===== config.mk =====
export PLATFORM = sky130hd
export DESIGN_NAME = bfm_ctrl
export DESIGN_NICKNAME = d
export VERILOG_FILES = /design/src/rtl/bfm_pkg.sv /design/src/rtl/bfm_ctrl.sv
export SDC_FILE = /design/constraint.sdc
export NUM_CORES = 1
export LEC_CHECK = 0
export CAP_MARGIN = 10
export CELL_PAD_IN_SITES_DETAIL_PLACEMENT = 1
export CELL_PAD_IN_SITES_GLOBAL_PLACEMENT = 2
export CORE_MARGIN = 10
export CORE_UTILIZATION = 28
export DETAILED_ROUTE_END_ITERATION = 10
export DONT_BUFFER_PORTS = 1
export PLACE_DENSITY = 0.8
export SYNTH_ARGS = -nofsm -noshare
export SYNTH_HDL_FRONTEND = slang
export SYNTH_SLANG_ARGS = --single-unit

===== constraint.sdc =====
create_clock -name clk -period 1.55 [get_ports clk]
set_input_delay 0.31 -clock clk [delete_from_list [all_inputs] [get_ports clk]]
set_output_delay 0.31 -clock clk [all_outputs]
set_load 0.01 [all_outputs]

===== src/rtl/bfm_pkg.sv =====
// ----------------------------------------------------------------------------
// bfm_pkg
// Shared constants, codes and controller/datapath interface types.
// ----------------------------------------------------------------------------
`default_nettype none
package bfm_pkg;

  localparam int FILTER_BITS   = 4096;
  localparam int MAX_KEY_BYTES = 64;
  localparam int MAX_HASHES    = 16;

  localparam int IDX_W  = $clog2(FILTER_BITS);
  localparam int KEY_AW = $clog2(MAX_KEY_BYTES);
  localparam int LEN_W  = 7;
  localparam int BC_W   = 13;
  localparam int HC_W   = 5;
  localparam int HCNT_W = $clog2(MAX_HASHES);
  localparam int DIVC_W = 5;

  localparam logic [31:0] MM_C1     = 32'hCC9E2D51;
  localparam logic [31:0] MM_C2     = 32'h1B873593;
  localparam logic [31:0] MM_N      = 32'hE6546B64;
  localparam logic [31:0] MM_F1     = 32'h85EBCA6B;
  localparam logic [31:0] MM_F2     = 32'hC2B2AE35;
  localparam logic [31:0] SEED_STEP = 32'h9E3779B9;

  localparam logic CFG_BIT_COUNT  = 1'b0;
  localparam logic CFG_HASH_COUNT = 1'b1;

  localparam logic [1:0] MODE_INSERT = 2'd0;
  localparam logic [1:0] MODE_QUERY  = 2'd1;
  localparam logic [1:0] MODE_CLEAR  = 2'd2;
  // spare code, handled as a query
  localparam logic [1:0] MODE_UNUSED = 2'd3;

  typedef enum logic [3:0] {
    ST_RST_CLR, ST_CLR, ST_IDLE, ST_HSTART, ST_RD, ST_CAP, ST_MUL1, ST_MUL2,
    ST_MIX, ST_FIN0, ST_FIN1, ST_FIN2, ST_DIV, ST_BIT, ST_CHK, ST_EMIT
  } state_t;

  typedef enum logic [3:0] {
    OP_NOP, OP_CLR_KEY, OP_CLR_STEP, OP_LOAD, OP_HINIT, OP_RD, OP_CAP, OP_MUL1,
    OP_MUL2, OP_MIX, OP_FIN0, OP_FIN1, OP_FIN2, OP_DIV, OP_BIT, OP_CHK
  } op_t;

  typedef struct packed {
    op_t  op;
    logic emit;
  } cmd_t;

  typedef struct packed {
    logic len_zero;
    logic cap_full;
    logic cap_end;
    logic key_done;
    logic clr_done;
    logic div_done;
    logic last_hash;
    logic is_insert;
    logic ovf_now;
    logic out_busy;
  } stat_t;

endpackage
`default_nettype wire


===== src/rtl/bfm_ctrl.sv =====
// ----------------------------------------------------------------------------
// bfm_ctrl
// Sequencer: input handshake, clear sweep, hash walk and result hand-off.
// ----------------------------------------------------------------------------
`default_nettype none
module bfm_ctrl (
  input  wire logic          clk,
  input  wire logic          rst_n,
  input  wire logic          in_valid,
  input  wire logic [1:0]    in_mode,
  input  wire logic          in_last_byte,
  output logic               in_stall,
  input  wire bfm_pkg::stat_t st,
  output bfm_pkg::cmd_t      cmd
);
  import bfm_pkg::*;

  state_t state_r, state_nxt;

  always_ff @(posedge clk) begin
    if (!rst_n) begin
      state_r <= ST_RST_CLR;
    end else begin
      state_r <= state_nxt;
    end
  end

  always_comb begin
    state_nxt = state_r;
    unique case (state_r)
      ST_RST_CLR: if (st.clr_done) state_nxt = ST_IDLE;
      ST_CLR:     if (st.clr_done) state_nxt = ST_EMIT;
      ST_IDLE: begin
        if (in_valid) begin
          if (in_mode == MODE_CLEAR) begin
            state_nxt = ST_CLR;
          end else if (in_last_byte) begin
            state_nxt = st.ovf_now ? ST_EMIT : ST_HSTART;
          end
        end
      end
      ST_HSTART: state_nxt = st.len_zero ? ST_FIN0 : ST_RD;
      ST_RD:     state_nxt = ST_CAP;
      ST_CAP:    state_nxt = (st.cap_full || st.cap_end) ? ST_MUL1 : ST_RD;
      ST_MUL1:   state_nxt = ST_MUL2;
      ST_MUL2:   state_nxt = ST_MIX;
      ST_MIX:    state_nxt = st.key_done ? ST_FIN0 : ST_RD;
      ST_FIN0:   state_nxt = ST_FIN1;
      ST_FIN1:   state_nxt = ST_FIN2;
      ST_FIN2:   state_nxt = ST_DIV;
      ST_DIV:    if (st.div_done) state_nxt = ST_BIT;
      ST_BIT: begin
        if (!st.is_insert) begin
          state_nxt = ST_CHK;
        end else begin
          state_nxt = st.last_hash ? ST_EMIT : ST_HSTART;
        end
      end
      ST_CHK:  state_nxt = st.last_hash ? ST_EMIT : ST_HSTART;
      ST_EMIT: if (!st.out_busy) state_nxt = ST_IDLE;
      default: state_nxt = ST_IDLE;
    endcase
  end

  always_comb begin
    cmd.op   = OP_NOP;
    cmd.emit = 1'b0;
    in_stall = 1'b1;
    unique case (state_r)
      ST_RST_CLR, ST_CLR: cmd.op = OP_CLR_STEP;
      ST_IDLE: begin
        in_stall = 1'b0;
        if (in_valid) begin
          cmd.op = (in_mode == MODE_CLEAR) ? OP_CLR_KEY : OP_LOAD;
        end
      end
      ST_HSTART: cmd.op = OP_HINIT;
      ST_RD:     cmd.op = OP_RD;
      ST_CAP:    cmd.op = OP_CAP;
      ST_MUL1:   cmd.op = OP_MUL1;
      ST_MUL2:   cmd.op = OP_MUL2;
      ST_MIX:    cmd.op = OP_MIX;
      ST_FIN0:   cmd.op = OP_FIN0;
      ST_FIN1:   cmd.op = OP_FIN1;
      ST_FIN2:   cmd.op = OP_FIN2;
      ST_DIV:    cmd.op = OP_DIV;
      ST_BIT:    cmd.op = OP_BIT;
      ST_CHK:    cmd.op = OP_CHK;
      ST_EMIT:   cmd.emit = !st.out_busy;
      default:   cmd.op = OP_NOP;
    endcase
  end

endmodule
`default_nettype wire


==> key figures <==
Run status
  – Status: complete, but fails checks
  – Failing checks: setup timing

Power and ir drop
  – Clock power frac: 7.9%
  – Flop pwr share: 13.4%
  – Net load switching power: 738.5 µW
  – Cell internal pwr: 862.1 µW
  – Power Dens Cells: 1912 mW/mm²
  – Comb power frac: 78.7%
  – Static leakage: 0.0003420 µW
  – Sw Ratio: 46.14%
  – Peak supply drop: 625.2 µV

Synth
  – Synthesized area: 559.3 µm²
  – Number of synthesized flops with an enable pin: 0
  – Synth area leader: dfxtp_1
  – Count of cell types in the netlist: 32
  – Most common cell in the netlist: nor2_1
  – Cells after Synth: 74
  – Synth Warn #: 0
  – Commonest cells in the netlist: nor2_1 (9), nand2_1 (6), nand2b_1 (5)
  – Seq/Total Area, Yosys: 14.32%
  – Ranking of synthesized cells by area: dfxtp_1 (14%), nor2_1 (6.0%), nand2b_1 (5.6%)
  – Ys flop type: dfxtp_1
  – Avg Inst Size Synth: 7.558 µm²
  – Share of the synthesized area in the top cell type: 14.32%
  – Mapped Nets: 90
  – Async SR Flop Fraction: 0%
  – Yosys reg bits: 4

Die
  – # rows: 16
  – Core area: 0.001922 mm²
  – Die Area: 0.004185 mm²
  – I/O pins: 22
  – Die X: 64.69 µm
  – Initial Util: 29.10%
  – Die H: 64.69 µm

CTS
  – Clk Latency, worst-skew pair: 0.23 ns
  – Clock sink count: 4
  – Root Driver: clkbuf_4
  – H-tree depth: 1
  – Worst-path clk slew: 0.04 ns
  – Post-CTS Hold Buffers: 0
  – Worst-case clock buffer depth: 2
  – CTS tree: done
  – Num CTS Buffers: 3

Placement
  – RePlAce Congestion: 0.8621
  – Buffers on Ports: 0
  – HPWL after detailed placement: 1610 µm
  – Post-placement cell area: 675.6 µm²

Global route
  – Initial antenna violation count: 0
  – Largest net degree at the start of global routing: 12
  – Number of global-route vias before repair: 672
  – Gr busiest metal: met2
  – GRT Util Overall: 9.993%
  – GR Overflow Total: 0
  – Global routing usage on met2: 17.36%
  – GR Util met3: 3.436%
  – First-pass GRT wire length: 3381 µm
  – Met1 usage: 11.03%

STA
  – Fmax: 603.5 MHz
  – RSZ-0062 raised after global routing: yes
  – Measured slew at the worst slew-check pin: 0.4317 ns
  – # setup viols final: 5
  – Fin worst setup slack: -0.1070 ns
  – Min Tclk post-route: 1.657 ns
  – Crit share post-route: 106.9%
  – Hold Vio Cnt, Final: 0
  – Slew Limit Fails: 0
  – Worst Clk Skew: 0.00005955 ns
  – Rel. slew slack: 71.22%

Detailed routing
  – 1st-iter DRT viols: 10
  – DRC: 0
  – Wirelength, routed: 2213 µm
  – Vias: 638
  – Avg WL per Cell: 18.44 µm
  – Initial DRT Pass Iterations: 4
  – Vias/cell: 5.317
  – Number of nets with antenna violations after routing: 0

Worst setup path
  – Most frequent CP cell: nor2_1
  – Critical path's slowest cell: dfxtp_4
  – CP top delay family: simple AND/OR/NAND/NOR gates
  – Slowest stage delay, CP: 0.34 ns
  – Worst EP arrival: 1.35 ns
  – Critical Path Sink Type: output pin
  – Critical Path RT: 1.24 ns
  – Worst path cell trace: or2_4, buf_6, a21oi_2, nor2_1, nor2_1, a31oi_1, buf_4
  – CP Launch Type: flip-flop
  – CP Buf/Inv Count: 2
  – CP max FO: 4
  – Setup CP Type: flip-flop to output pin

Finish
  – Antenna cells: 0
  – Max FFs per register: 4
  – Largest Register: state_r
  – Fin nets: 111
  – Share of layout cells above drive strength 1: 49.46%
  – Final core occ: 43.55%
  – Largest regs: state_r (4)
  – Area Growth Syn to Fin: 49.66%
  – Final Instance Area: 837.1 µm²

Job
  – Max Cap Viol: 0

Hold path
  – Tightest Hold Check Type: input pin to flip-flop
power by group through the flow:
stage / sequential [µW] / clock, µW / combinational [µW]
2_1_floorplan: 179 / 0 / 712
5_1_grt: 219 / 151 / 1360
3_3_place_gp: 199 / 0 / 993
4_1_cts: 212 / 137 / 1150
6_report: 214 / 127 / 1260
3_5_place_dp: 203 / 0 / 1030
placed cells by master (no fill, tap or decap), types with 3 or more instances in the layout:
master,instances
buf_4,14
a211oi_2,4
nand2b_1,5
clkbuf_4,3
buf_6,4
nor2_1,8
o32a_1,3
nand2_1,6
o22ai_1,3
a31oi_1,3
worst reg2reg max path: stages (launching register included):
cell and delay [ns]:
dfxtp_4 0.34, buf_4 0.15, buf_8 0.14, or3_4 0.37, o211a_1 0.17, a211oi_2 0.26
o21a_1 0.15
what timing repair did:
action,in CTS,in global routing
pin swaps,6,8
setup endpoints to repair,8,10
buffers inserted,3,3
gates resized for setup,13,12
cell families after synthesis:
| kind of cell | count (synthesis) | synth area share, % |
|---|---|---|
| xor+xnor | 4 | 6.265 |
| flops | 4 | 14.32 |
| mux | 1 | 1.790 |
| compound gates | 26 | 38.25 |
| buf+inv | 8 | 8.947 |
| simple gates | 31 | 30.42 |
through the flow:
stage	hold WS, ns	setup slack [ns]	cells	power, µW	setup TNS [ns]
5_1_grt	0.1806	-0.1962	120	1731	-0.8094
6_report	0.1917	-0.1070	120	1601	-0.3098
3_3_place_gp	0.4309	-0.01277	111	1192	-0.01939
2_1_floorplan	0.4262	0.07567	74	890.4	0
4_1_cts	0.1819	-0.1213	117	1498	-0.3805
3_5_place_dp	0.4338	-0.06010	111	1233	-0.09911
cell type report:
class / instances / area (µm²)
clock buffers: 3 / 22.52
fillers: 257 / 1085
inverters: 4 / 15.01
multi-input cells: 62 / 490.5
flip-flops and latches: 4 / 90.09
well taps: 27 / 33.78
repair buffers: 20 / 185.2
final timing paths:
kind                           start                       to  slack (ns)  cells past startpoint
max          state_r[2]$_SDFFE_PN0P_                   cmd[2]       -0.11                      7
min                            rst_n  state_r[2]$_SDFFE_PN0P_        0.19                      1
max reg2reg  state_r[2]$_SDFFE_PN0P_  state_r[2]$_SDFFE_PN0P_       -0.08                      6
min reg2reg  state_r[1]$_SDFFE_PN0P_  state_r[1]$_SDFFE_PN0P_        0.74                      3
metal layers:
layer | wire length [µm] | share of wire (%)
met2 | 1213 | 55
met3 | 117 | 5.3
met1 | 871 | 39
met5 | 0 | 0
met4 | 10 | 0.45
No activity file was read; power rests on OpenSTA's default activity.
